===== config.mk =====
export PLATFORM = sky130hd
export DESIGN_NAME = date_period_overlap_days
export DESIGN_NICKNAME = d
export VERILOG_FILES = /design/src/design/dpo_pkg.sv /design/src/design/dpo_ctrl.sv /design/src/design/dpo_datapath.sv /design/src/design/date_period_overlap_days.sv
export SDC_FILE = /design/constraint.sdc
export NUM_CORES = 1
export LEC_CHECK = 0
export ABC_AREA = 1
export ABC_CLOCK_PERIOD_IN_PS = 17900
export BUFFER_PORTS_ARGS = -buffer_cell sky130_fd_sc_hd__clkbuf_2
export CAP_MARGIN = 25
export CORE_MARGIN = 5
export CORE_UTILIZATION = 65
export CTS_CLUSTER_DIAMETER = 120
export DETAILED_ROUTE_END_ITERATION = 8
export GPL_TIMING_DRIVEN = 1
export PLACE_DENSITY = 0.83
export REMOVE_ABC_BUFFERS = 1
export SKIP_LAST_GASP = 1
export SLEW_MARGIN = 15
export SYNTH_ARGS = -nofsm -noshare
export SYNTH_HDL_FRONTEND = slang
export SYNTH_SLANG_ARGS = --single-unit

===== constraint.sdc =====
create_clock -name clk -period 17.9 [get_ports clk]
set_input_delay 3.58 -clock clk [delete_from_list [all_inputs] [get_ports clk]]
set_output_delay 3.58 -clock clk [all_outputs]
set_load 0.005 [all_outputs]

===== src/design/dpo_pkg.sv =====
// ----------------------------------------------------------------------------
// dpo_pkg: shared types and constants for the date period overlap counter
// Holds field widths, sequencer states, controller/datapath command and
// status bundles, and the month offset table.
// ----------------------------------------------------------------------------
package dpo_pkg;

  localparam int DayW    = 5;
  localparam int MonW    = 4;
  localparam int YearW   = 14;
  localparam int SerialW = 23;
  localparam int CountW  = 22;

  localparam logic [CountW-1:0] COUNT_MAX = '1;

  // 1311 / 2^15 stands in for 1/25; exact for dividends below 4681
  localparam int RecipShift = 15;

  typedef enum logic [2:0] {
    ST_IDLE,
    ST_CONV_A,
    ST_CONV_B,
    ST_MINMAX,
    ST_FINISH
  } state_t;

  typedef struct packed {
    logic       load;
    logic       conv_a;
    logic       conv_b;
    logic [1:0] idx;
    logic       minmax;
    logic       finish;
  } dp_cmd_t;

  typedef struct packed {
    logic out_free;
  } dp_sts_t;

  function automatic logic [8:0] days_before_month(input logic [MonW-1:0] month);
    logic [8:0] days;
    case (month)
      4'd1:    days = 9'd0;
      4'd2:    days = 9'd31;
      4'd3:    days = 9'd59;
      4'd4:    days = 9'd90;
      4'd5:    days = 9'd120;
      4'd6:    days = 9'd151;
      4'd7:    days = 9'd181;
      4'd8:    days = 9'd212;
      4'd9:    days = 9'd243;
      4'd10:   days = 9'd273;
      4'd11:   days = 9'd304;
      4'd12:   days = 9'd334;
      default: days = 9'd0;
    endcase
    return days;
  endfunction

endpackage


===== src/design/dpo_ctrl.sv =====
// ----------------------------------------------------------------------------
// dpo_ctrl: sequencer for the date period overlap counter
// Steps the datapath through capture, two conversion steps per date,
// min/max selection and result load.
// ----------------------------------------------------------------------------
module dpo_ctrl (
  input  logic             clk,
  input  logic             rst,
  input  logic             in_valid,
  output logic             in_stall,
  input  dpo_pkg::dp_sts_t sts,
  output dpo_pkg::dp_cmd_t cmd
);
  import dpo_pkg::*;

  state_t     state, state_next;
  logic [1:0] idx, idx_next;

  always_ff @(posedge clk) begin
    if (rst) begin
      state <= ST_IDLE;
      idx   <= 2'd0;
    end else begin
      state <= state_next;
      idx   <= idx_next;
    end
  end

  // next state
  always_comb begin
    state_next = state;
    idx_next   = idx;
    case (state)
      ST_IDLE: begin
        if (in_valid) begin
          state_next = ST_CONV_A;
          idx_next   = 2'd0;
        end
      end
      ST_CONV_A: state_next = ST_CONV_B;
      ST_CONV_B: begin
        if (idx == 2'd3) begin
          state_next = ST_MINMAX;
        end else begin
          state_next = ST_CONV_A;
          idx_next   = idx + 2'd1;
        end
      end
      ST_MINMAX: state_next = ST_FINISH;
      ST_FINISH: begin
        if (sts.out_free) begin
          state_next = ST_IDLE;
        end
      end
      default: state_next = ST_IDLE;
    endcase
  end

  // outputs
  always_comb begin
    cmd      = '0;
    cmd.idx  = idx;
    in_stall = 1'b1;
    case (state)
      ST_IDLE: begin
        in_stall = 1'b0;
        cmd.load = in_valid;
      end
      ST_CONV_A: cmd.conv_a = 1'b1;
      ST_CONV_B: cmd.conv_b = 1'b1;
      ST_MINMAX: cmd.minmax = 1'b1;
      ST_FINISH: cmd.finish = sts.out_free;
      default: in_stall = 1'b1;
    endcase
  end

  a_accept_starts: assert property (@(posedge clk) disable iff (rst)
    (in_valid && !in_stall) |=> (state == ST_CONV_A && idx == 2'd0))
    else $error("accepted item did not start conversion at first date");

  a_last_date: assert property (@(posedge clk) disable iff (rst)
    (state == ST_CONV_B && idx == 2'd3) |=> (state == ST_MINMAX))
    else $error("sequencer did not leave conversion after last date");

  a_finish_free: assert property (@(posedge clk) disable iff (rst)
    cmd.finish |-> sts.out_free)
    else $error("result loaded while output register busy");

endmodule


===== src/design/dpo_datapath.sv =====
// ----------------------------------------------------------------------------
// dpo_datapath: date serial conversion, overlap count and output register
// Converts one date per two commands into a linear day serial, then picks
// the later start and earlier end and forms the inclusive count.
// ----------------------------------------------------------------------------
module dpo_datapath (
  input  logic                        clk,
  input  logic                        rst,
  input  dpo_pkg::dp_cmd_t            cmd,
  output dpo_pkg::dp_sts_t            sts,
  input  logic [dpo_pkg::DayW-1:0]    first_start_day,
  input  logic [dpo_pkg::MonW-1:0]    first_start_month,
  input  logic [dpo_pkg::YearW-1:0]   first_start_year,
  input  logic [dpo_pkg::DayW-1:0]    first_end_day,
  input  logic [dpo_pkg::MonW-1:0]    first_end_month,
  input  logic [dpo_pkg::YearW-1:0]   first_end_year,
  input  logic [dpo_pkg::DayW-1:0]    second_start_day,
  input  logic [dpo_pkg::MonW-1:0]    second_start_month,
  input  logic [dpo_pkg::YearW-1:0]   second_start_year,
  input  logic [dpo_pkg::DayW-1:0]    second_end_day,
  input  logic [dpo_pkg::MonW-1:0]    second_end_month,
  input  logic [dpo_pkg::YearW-1:0]   second_end_year,
  output logic                        out_valid,
  input  logic                        out_stall,
  output logic [dpo_pkg::CountW-1:0]  overlap_days,
  output logic                        overlaps
);
  import dpo_pkg::*;

  // captured dates: 0 first start, 1 first end, 2 second start, 3 second end
  logic [DayW-1:0]    day_q   [4];
  logic [MonW-1:0]    month_q [4];
  logic [YearW-1:0]   year_q  [4];
  logic [SerialW-1:0] ser     [4];

  // step A registers
  logic [YearW-1:0]   a_year;
  logic [MonW-1:0]    a_mon;
  logic [DayW-1:0]    a_day;
  logic [SerialW-1:0] a_y365;
  logic [22:0]        a_p100;
  logic [20:0]        a_p400;
  logic [22:0]        a_pw;

  logic [SerialW-1:0] lo, hi;

  // step A combinational
  logic [YearW-1:0]   sel_year;
  logic [MonW-1:0]    sel_mon;
  logic [MonW-1:0]    mon_clamp;
  logic [14:0]        y99, y399;
  logic [SerialW-1:0] y365;
  logic [22:0]        p100;
  logic [20:0]        p400;
  logic [22:0]        pw;

  always_comb begin
    sel_year = year_q[cmd.idx];
    sel_mon  = month_q[cmd.idx];
    if (sel_mon == 4'd0) begin
      mon_clamp = 4'd1;
    end else if (sel_mon > 4'd12) begin
      mon_clamp = 4'd12;
    end else begin
      mon_clamp = sel_mon;
    end
    y99  = {1'b0, sel_year} + 15'd99;
    y399 = {1'b0, sel_year} + 15'd399;
    y365 = {9'd0, sel_year} * 23'd365;
    p100 = {10'd0, y99[14:2]} * 23'd1311;
    p400 = {10'd0, y399[14:4]} * 21'd1311;
    pw   = {11'd0, sel_year[13:2]} * 23'd1311;
  end

  // step B combinational
  logic [7:0]         q100, qw;
  logic [5:0]         q400;
  logic [14:0]        yp3;
  logic [12:0]        leaps;
  logic [11:0]        qw25;
  logic               leap, late_leap;
  logic [SerialW-1:0] serial;

  always_comb begin
    q100      = a_p100[22:RecipShift];
    q400      = a_p400[20:RecipShift];
    qw        = a_pw[22:RecipShift];
    yp3       = {1'b0, a_year} + 15'd3;
    leaps     = yp3[14:2] - {5'd0, q100} + {7'd0, q400};
    qw25      = {4'd0, qw} * 12'd25;
    // divisible by 4, and either not by 100 or by 400 as well
    leap      = (a_year[1:0] == 2'd0) &&
                ((qw25 != a_year[13:2]) || (a_year[3:0] == 4'd0));
    late_leap = leap && (a_mon > 4'd2);
    serial    = a_y365 + {10'd0, leaps} + {14'd0, days_before_month(a_mon)}
              + {22'd0, late_leap} + {18'd0, a_day};
  end

  // count
  logic [SerialW:0] span;
  logic             hit;
  logic [CountW-1:0] count;

  always_comb begin
    hit  = (lo <= hi);
    span = {1'b0, hi} - {1'b0, lo} + 24'd1;
    if (!hit) begin
      count = '0;
    end else if (span > {2'd0, COUNT_MAX}) begin
      count = COUNT_MAX;
    end else begin
      count = span[CountW-1:0];
    end
  end

  always_ff @(posedge clk) begin
    if (cmd.load) begin
      day_q[0]   <= first_start_day;
      month_q[0] <= first_start_month;
      year_q[0]  <= first_start_year;
      day_q[1]   <= first_end_day;
      month_q[1] <= first_end_month;
      year_q[1]  <= first_end_year;
      day_q[2]   <= second_start_day;
      month_q[2] <= second_start_month;
      year_q[2]  <= second_start_year;
      day_q[3]   <= second_end_day;
      month_q[3] <= second_end_month;
      year_q[3]  <= second_end_year;
    end
    if (cmd.conv_a) begin
      a_year <= sel_year;
      a_mon  <= mon_clamp;
      a_day  <= day_q[cmd.idx];
      a_y365 <= y365;
      a_p100 <= p100;
      a_p400 <= p400;
      a_pw   <= pw;
    end
    if (cmd.conv_b) begin
      ser[cmd.idx] <= serial;
    end
    if (cmd.minmax) begin
      lo <= (ser[0] > ser[2]) ? ser[0] : ser[2];
      hi <= (ser[1] < ser[3]) ? ser[1] : ser[3];
    end
    if (cmd.finish) begin
      overlap_days <= count;
      overlaps     <= hit;
    end
  end

  always_ff @(posedge clk) begin
    if (rst) begin
      out_valid <= 1'b0;
    end else if (cmd.finish) begin
      out_valid <= 1'b1;
    end else if (!out_stall) begin
      out_valid <= 1'b0;
    end
  end

  assign sts.out_free = !out_valid || !out_stall;

  a_finish_shows: assert property (@(posedge clk) disable iff (rst)
    cmd.finish |=> out_valid)
    else $error("loaded result not presented");

  a_flag_matches: assert property (@(posedge clk) disable iff (rst)
    out_valid |-> (overlaps == (overlap_days != '0)))
    else $error("overlap flag disagrees with count");

  a_held_result: assert property (@(posedge clk) disable iff (rst)
    (out_valid && out_stall) |-> !cmd.finish)
    else $error("stalled result overwritten");

endmodule


===== src/design/date_period_overlap_days.sv =====
// ----------------------------------------------------------------------------
// date_period_overlap_days: inclusive day overlap of two Gregorian periods
// Maps each of four dates to a linear day serial, then counts the days
// shared by both periods and flags whether any day is shared.
// ----------------------------------------------------------------------------
//
//   channel  handshake            payload
//   input    in_valid / in_stall  first_* and second_* day, month, year
//   output   out_valid/out_stall  overlap_days, overlaps
//
// An item is accepted in the idle cycle, which also captures its dates. After
// acceptance, the shared serial converter takes each of the four dates through
// step A and step B in turn; a min/max step and a count step then form the result.
// A new item is taken once the previous result sits in the output register.
// Reset (rst, synchronous) clears the sequencer and the output valid.
// A stalled output holds the result; the sequencer waits before loading the next.
module date_period_overlap_days (
  input  logic                        clk,
  input  logic                        rst,
  input  logic                        in_valid,
  output logic                        in_stall,
  input  logic [dpo_pkg::DayW-1:0]    first_start_day,
  input  logic [dpo_pkg::MonW-1:0]    first_start_month,
  input  logic [dpo_pkg::YearW-1:0]   first_start_year,
  input  logic [dpo_pkg::DayW-1:0]    first_end_day,
  input  logic [dpo_pkg::MonW-1:0]    first_end_month,
  input  logic [dpo_pkg::YearW-1:0]   first_end_year,
  input  logic [dpo_pkg::DayW-1:0]    second_start_day,
  input  logic [dpo_pkg::MonW-1:0]    second_start_month,
  input  logic [dpo_pkg::YearW-1:0]   second_start_year,
  input  logic [dpo_pkg::DayW-1:0]    second_end_day,
  input  logic [dpo_pkg::MonW-1:0]    second_end_month,
  input  logic [dpo_pkg::YearW-1:0]   second_end_year,
  output logic                        out_valid,
  input  logic                        out_stall,
  output logic [dpo_pkg::CountW-1:0]  overlap_days,
  output logic                        overlaps
);
  import dpo_pkg::*;

  dp_cmd_t cmd;
  dp_sts_t sts;

  dpo_ctrl u_ctrl (
    .clk      (clk),
    .rst      (rst),
    .in_valid (in_valid),
    .in_stall (in_stall),
    .sts      (sts),
    .cmd      (cmd)
  );

  dpo_datapath u_datapath (
    .clk                (clk),
    .rst                (rst),
    .cmd                (cmd),
    .sts                (sts),
    .first_start_day    (first_start_day),
    .first_start_month  (first_start_month),
    .first_start_year   (first_start_year),
    .first_end_day      (first_end_day),
    .first_end_month    (first_end_month),
    .first_end_year     (first_end_year),
    .second_start_day   (second_start_day),
    .second_start_month (second_start_month),
    .second_start_year  (second_start_year),
    .second_end_day     (second_end_day),
    .second_end_month   (second_end_month),
    .second_end_year    (second_end_year),
    .out_valid          (out_valid),
    .out_stall          (out_stall),
    .overlap_days       (overlap_days),
    .overlaps           (overlaps)
  );

endmodule


==> results.json, run 1 <==
{
  "setup_viol": 0,
  "dr_total_vias": 22400,
  "layout-drive-gt1-share_pct": 7.09,
  "place.gp.congestion": 0.953,
  "syn_inst": 3284,
  "cts-buffers-inserted": 38,
  "timing.final.crit_share_pct": 40.3,
  "multi_input_area_mm2": 0.0178,
  "die_area_mm2": 0.0510,
  "numPortBuffers": 120,
  "synth.top_cells.by_count": "nand2_1 (666), inv_1 (661), ha_1 (489), edfxtp_1 (319), fa_1 (196)",
  "path_common_cell": "inv_1",
  "crit_end": "u_datapath.a_p100[22]",
  "antenna_found_initial": 1,
  "muxShareOfSynthArea_pct": 0,
  "cts_sinks": 327,
  "synth_top_family_by_area": "adder cells",
  "synth-compound-area-share_pct": 6.57,
  "cts_tree": "done",
  "synth_fa_ha_area_share_pct": 33.2,
  "synth.avg_cell_area_um2": 9.21,
  "hold_violations": 0,
  "r2r_setup_slack_ns": 10.68,
  "crit_required_ns": 18.22,
  "io_pins": 121,
  "ys_types": 53,
  "core_area_mm2": 0.0463,
  "final-seq-area_mm2": 0.00974,
  "ctsHoldBuffers": 0,
  "slew-limit-headroom_pct": 29.3,
  "grt_pass1_wl_um": 110000,
  "area_growth_syn_to_layout_pct": 8.20,
  "dr.first_iter.drc_count": 1264,
  "hpwl_um": 54600,
  "crit_arrival_ns": 7.54,
  "critPathTopFamily": "adder cells",
  "cp_num_cells": 26,
  "grt_pass1_vias": 23400,
  "synth_async_sr_flop_share_pct": 0,
  "netlist.area_leader.share_pct": 31.7,
  "drc_errors": 0,
  "fin_nets": 4209,
  "synthXorXnorAreaFrac_pct": 3.10,
  "wirelength_um": 67100,
  "hp-class": "flop to flop",
  "yosys.cell_count.top_type": "nand2_1",
  "clk_latency_ns": 0.57,
  "start_kind": "flop",
  "clock-root-buffer": "clkbuf_16",
  "worst_pin_slew_ns": 1.06,
  "cts_resized": 0,
  "slew_viol_final": 0,
  "cts.clk_slew.worst_paths_ns": 0.06,
  "detail-route-antenna-nets": 0,
  "fin_skew_ns": 0.0262,
  "reg2regPathDepth": 26,
  "yosys_most_used_dff": "edfxtp_1",
  "worstHoldStart": "u_datapath.out_valid",
  "critPathBufInv": 6,
  "grt.overflow.total": 0,
  "pre_cts_ws_ns": 10.72,
  "syn_area_mm2": 0.0303,
  "max_freq_mhz": 139,
  "outcome": "finished, final reports clean",
  "synth_simple_gate_area_share_pct": 15.9,
  "cts_max_level": 2,
  "drtPass1Iterations": 5,
  "cp_max_fo": 31,
  "die_h_um": 226,
  "synth_edf_count": 319,
  "setup_slack_ns": 10.68,
  "nFillCells": 3448,
  "postCtsSetupBuffers": 0,
  "clk_path_buf_depth": 3,
  "rows": 79,
  "cp_slowest_cell": "a32oi_2",
  "fin_crit_ns": 7.22,
  "avgViaCountPerCell": 5.51,
  "wl_per_cell_um": 16.5,
  "synth_area_leaders": "edfxtp_1 (32%), ha_1 (20%), fa_1 (13%)",
  "tns_ns": 0,
  "yosysWarnings": 0,
  "n_antenna_cell": 0,
  "max_stage_delay_ns": 0.76,
  "maxCapViolCount": 0,
  "end_kind": "flop",
  "ys_seq_area_share_pct": 32.2,
  "initial_core_util_pct": 65.4,
  "synth_top_area_cell": "edfxtp_1",
  "critPathKind": "flop to flop",
  "track_usage_pct": 26.7,
  "rsz0062_at_grt": "false",
  "grt_start_max_net_pins": 89,
  "rr_endpoint": "u_datapath.a_p100[22]",
  "die_w_um": 226,
  "synth_seq_cells": 327
}
==> worst reg2reg max path, stage by stage, from the launching register on <==
cell and delay, ns:
dfxtp_1 0.36, inv_2 0.52, a21oi_1 0.14, a32oi_2 0.76, inv_1 0.34, ha_1 0.34
inv_1 0.09, o21bai_1 0.08, inv_1 0.11, a21oi_2 0.08, xor2_1 0.54, fa_1 0.53
inv_1 0.06, ha_1 0.23, fa_1 0.46, fa_1 0.52, fa_1 0.50, ha_1 0.35
a21oi_1 0.18, a21boi_0 0.26, o21ai_0 0.13, nand2_1 0.08, nand2_1 0.05, nor2_1 0.13
inv_1 0.05, nand2_1 0.06, nand2_1 0.04
==> cell type report <==
| type | count | area share [%] |
|---|---|---|
| flip-flops and latches | 327 | 29.7 |
| well taps | 607 | 2.32 |
| inverters | 669 | 7.69 |
| multi-input cells | 2255 | 54.4 |
| clock inverters | 23 | 0.489 |
| clock buffers | 47 | 3.07 |
| repair buffers | 137 | 2.29 |
==> cell usage in the layout, fill, tap and decap left out, types with 8 or more instances in the layout <==
cell type,synthesis,layout
a21o_1,11,11
a21oi_1,169,168
a31oi_1,10,10
buf_4,1,16
clkbuf_1,13,8
clkbuf_16,0,39
clkbuf_2,0,120
dfxtp_1,8,8
edfxtp_1,319,319
fa_1,196,196
ha_1,489,489
inv_1,661,661
nand2_1,666,666
nand2_2,10,10
nand3_1,162,162
nand3b_1,12,12
nand4_1,64,64
nor2_1,173,169
nor3_1,27,25
o21ai_0,73,73
o21bai_1,9,9
xnor2_1,36,36
xor2_1,71,71
==> worst min path at each step <==
stage,to,cells after the start,slack (ns)
2_1_floorplan,u_datapath.out_valid,2,0.48
3_3_place_gp,u_datapath.out_valid,2,0.50
3_5_place_dp,u_datapath.out_valid,2,0.51
4_1_cts,u_datapath.out_valid,2,0.51
5_1_grt,u_datapath.out_valid,2,0.57
6_report,u_datapath.out_valid,2,0.51
==> layer usage <==
| metal | wire length (µm) | GRT usage [%] | vias to the layer above |
|---|---|---|---|
| li1 | - | - | 11000 |
| met5 | 0 | 0 | - |
| met1 | 24800 | 28.5 | 10500 |
| met4 | 4620 | 15.2 | 0 |
| met2 | 34600 | 50.0 | 615 |
| met3 | 3030 | 4.00 | 231 |
==> flip-flops by register name, indices dropped and copies added, names as in the netlist, named ones only <==
signal and cells:
u_datapath.lo 23, u_datapath.a_mon 4, u_datapath.a_p100 8, u_datapath.month_q 16, u_datapath.a_y365 23, u_datapath.a_p400 6
u_datapath.hi 23, u_datapath.out_valid 1, u_datapath.a_day 5, u_datapath.ser 92, u_datapath.a_year 11, u_datapath.overlap_days 22
u_datapath.a_pw 9, u_datapath.overlaps 1, u_ctrl.idx 2, u_ctrl.state 3, u_datapath.year_q 56, u_datapath.day_q 20
==> through the flow <==
step / instance area [µm²] / cells / utilization [%] / hold WS (ns)
after detailed placement: 31500 / 3994 / 68.2 / 0.505
after floorplan: 30000 / 3251 / - / 0.482
after global placement: 31500 / 3994 / 68.2 / 0.496
after CTS: 32700 / 4064 / 70.7 / 0.513
after global routing: 32700 / 4065 / 70.8 / 0.566
final: 32700 / 4065 / 70.8 / 0.515
==> logic make-up (layout without fill, tap and decap cells) <==
family | count (synthesis) | count (layout)
flip-flops | 327 | 327
AND/OR/NAND/NOR | 1134 | 1134
AO/OA/AOI/OAI | 329 | 329
XOR/XNOR | 107 | 107
adder cells (fa/ha/maj) | 685 | 685
buffers and inverters | 702 | 876
Power of run 1 is left out: the tool's default activity adds up to more than one toggle a clock period on the data nets, which glitch-free logic cannot reach.
==> run 2: changes to the inputs <==
Settings changed: ABC_CLOCK_PERIOD_IN_PS 17900 to 6140, CORE_UTILIZATION 65 to 58, PLACE_DENSITY 0.83 to 0.79.
Clock period 17.9 ns to 6.14 ns, I/O delays scaled along.
==> run 2 against run 1 <==
Highest routed layer unchanged. Sequential cell count is the same. Maximum frequency grew 21%. Die area rose by 12%. First-iteration DRC count rose by 1.2%. Wire length is 1.0% lower. Hold slack better by 0.0037 ns. Critical endpoint unchanged.
==> results.json, run 2 (synthesis results as in run 1) <==
{
  "max_stage_delay_ns": 0.57,
  "pre_cts_ws_ns": -0.0730,
  "setup_viol": 0,
  "clk_path_buf_depth": 3,
  "dpl.cell_count": 4113,
  "r2r_setup_slack_ns": 0.16,
  "wirelength_um": 66400,
  "place.gp.congestion": 0.934,
  "rsz0062_at_grt": "true",
  "clk_latency_ns": 0.55,
  "gr-max-usage-layer": "met2",
  "hp-class": "flop to flop",
  "hold_depth": 2,
  "fin_crit_ns": 5.98,
  "tns_ns": 0,
  "maxCapViolCount": 0,
  "reg2regPathDepth": 29,
  "grt_pass1_wl_um": 109000,
  "hpwl_um": 53700,
  "fin_cells": 4191,
  "outcome": "finished, final reports clean",
  "critPathKind": "flop to flop",
  "critPathTopFamily": "adder cells",
  "cts_max_level": 2,
  "area_growth_syn_to_layout_pct": 11.5,
  "avgViaCountPerCell": 5.34,
  "layout-drive-gt1-share_pct": 10.1,
  "wl_per_cell_um": 15.8,
  "whs_ns": 0.518,
  "crit_required_ns": 6.44,
  "rows": 83,
  "initial_core_util_pct": 58.7,
  "ctsHoldBuffers": 0,
  "grt_use_met2_pct": 44.3,
  "crit_arrival_ns": 6.28,
  "detail-route-antenna-nets": 0,
  "slew-limit-headroom_pct": 38.0,
  "worst_pin_slew_ns": 0.923,
  "cts_sinks": 327,
  "fin_nets": 4267,
  "final_common_cell": "inv_1",
  "slew_viol_final": 0,
  "fin_skew_ns": 0.0150,
  "start_kind": "flop",
  "hold_violations": 0,
  "cp_max_fo": 36,
  "dr.first_iter.drc_count": 1279,
  "die_h_um": 238,
  "grt_pass1_vias": 22900,
  "end_kind": "flop",
  "cts_tree": "done",
  "cp_slowest_cell": "fa_1",
  "grt_start_max_net_pins": 68,
  "reg_top3": "u_datapath.ser (92), u_datapath.year_q (56)",
  "die_w_um": 238,
  "mostFrequentLayoutCells": "inv_1 (661), nand2_1 (658), ha_1 (480)",
  "largest_register": "u_datapath.ser",
  "timing.final.crit_share_pct": 97.3,
  "numPortBuffers": 120,
  "grt.overflow.total": 0,
  "drc_errors": 0,
  "rr_endpoint": "u_datapath.a_p100[22]",
  "die_area_mm2": 0.0568,
  "cts.clk_slew.worst_paths_ns": 0.06,
  "dr_total_vias": 22400,
  "worstHoldStart": "u_datapath.out_valid",
  "clock-root-buffer": "clkbuf_16",
  "core_area_mm2": 0.0515,
  "io_pins": 121,
  "largest_register_ffs": 92,
  "max_freq_mhz": 167,
  "drtPass1Iterations": 5,
  "grtUsageMet3_pct": 2.50,
  "setup_slack_ns": 0.165,
  "cts-buffers-inserted": 37,
  "met1_usage_pct": 27.6,
  "antenna_found_initial": 0,
  "track_usage_pct": 23.4,
  "holdPathEnd": "u_datapath.out_valid",
  "n_antenna_cell": 0,
  "critPathBufInv": 7
}
-- run 2: changes by cell type in the layout (fill, tap and decap cells not counted), moves of 6 or more --
cell / change
buf_4: +53
o21ai_0: -6
a21oi_1: -6
ha_1: -9
xor2_1: -6
nand2_1: -8
bufinv_16: +6
-- run 2: layout make-up --
type	count	area, µm²
fillers	4087	17800
well taps	680	851
flip-flops and latches	327	9740
repair buffers	196	1250
inverters	669	2540
clock buffers	41	962
multi-input cells	2255	18100
clock inverters	23	312
-- run 2: worst min-delay path, cell delays in order, from the launching register on --
cell and delay [ns]:
dfxtp_1 0.33, nand2_1 0.08, a21oi_1 0.06
-- run 2: metal layers --
layer	part of all wire, %	wire length (µm)
met5	0	0
met4	3.8	2510
met3	3.9	2600
met2	52	34800
met1	40	26500
-- run 2: worst max-delay path by stage --
stage / slack, ns / cells past startpoint / to
after floorplan: -0.37 / 26 / u_datapath.a_p100[22]
after global placement: 0.01 / 28 / u_datapath.a_p100[22]
after detailed placement: -0.07 / 26 / u_datapath.a_p100[22]
after CTS: 0.02 / 27 / u_datapath.a_p100[22]
after global routing: -0.17 / 30 / u_datapath.a_p100[22]
final: 0.16 / 29 / u_datapath.a_p100[22]
-- run 2: repair_timing --
action | in CTS | in global routing
buffers inserted | 0 | 11
gates cloned | 0 | 2
hold endpoints to repair | 0 | 0
gates resized for setup | 2 | 71
setup endpoints to repair | 4 | 54
pin swaps | 0 | 14
-- run 2: metrics by stage --
stage / util [%] / instance area [µm²]
2_1_floorplan: - / 30000
3_3_place_gp: 62.1 / 32000
3_5_place_dp: 62.1 / 32000
4_1_cts: 64.6 / 33300
5_1_grt: 65.5 / 33700
6_report: 65.5 / 33700
Power of run 2 is left out for the same reason.
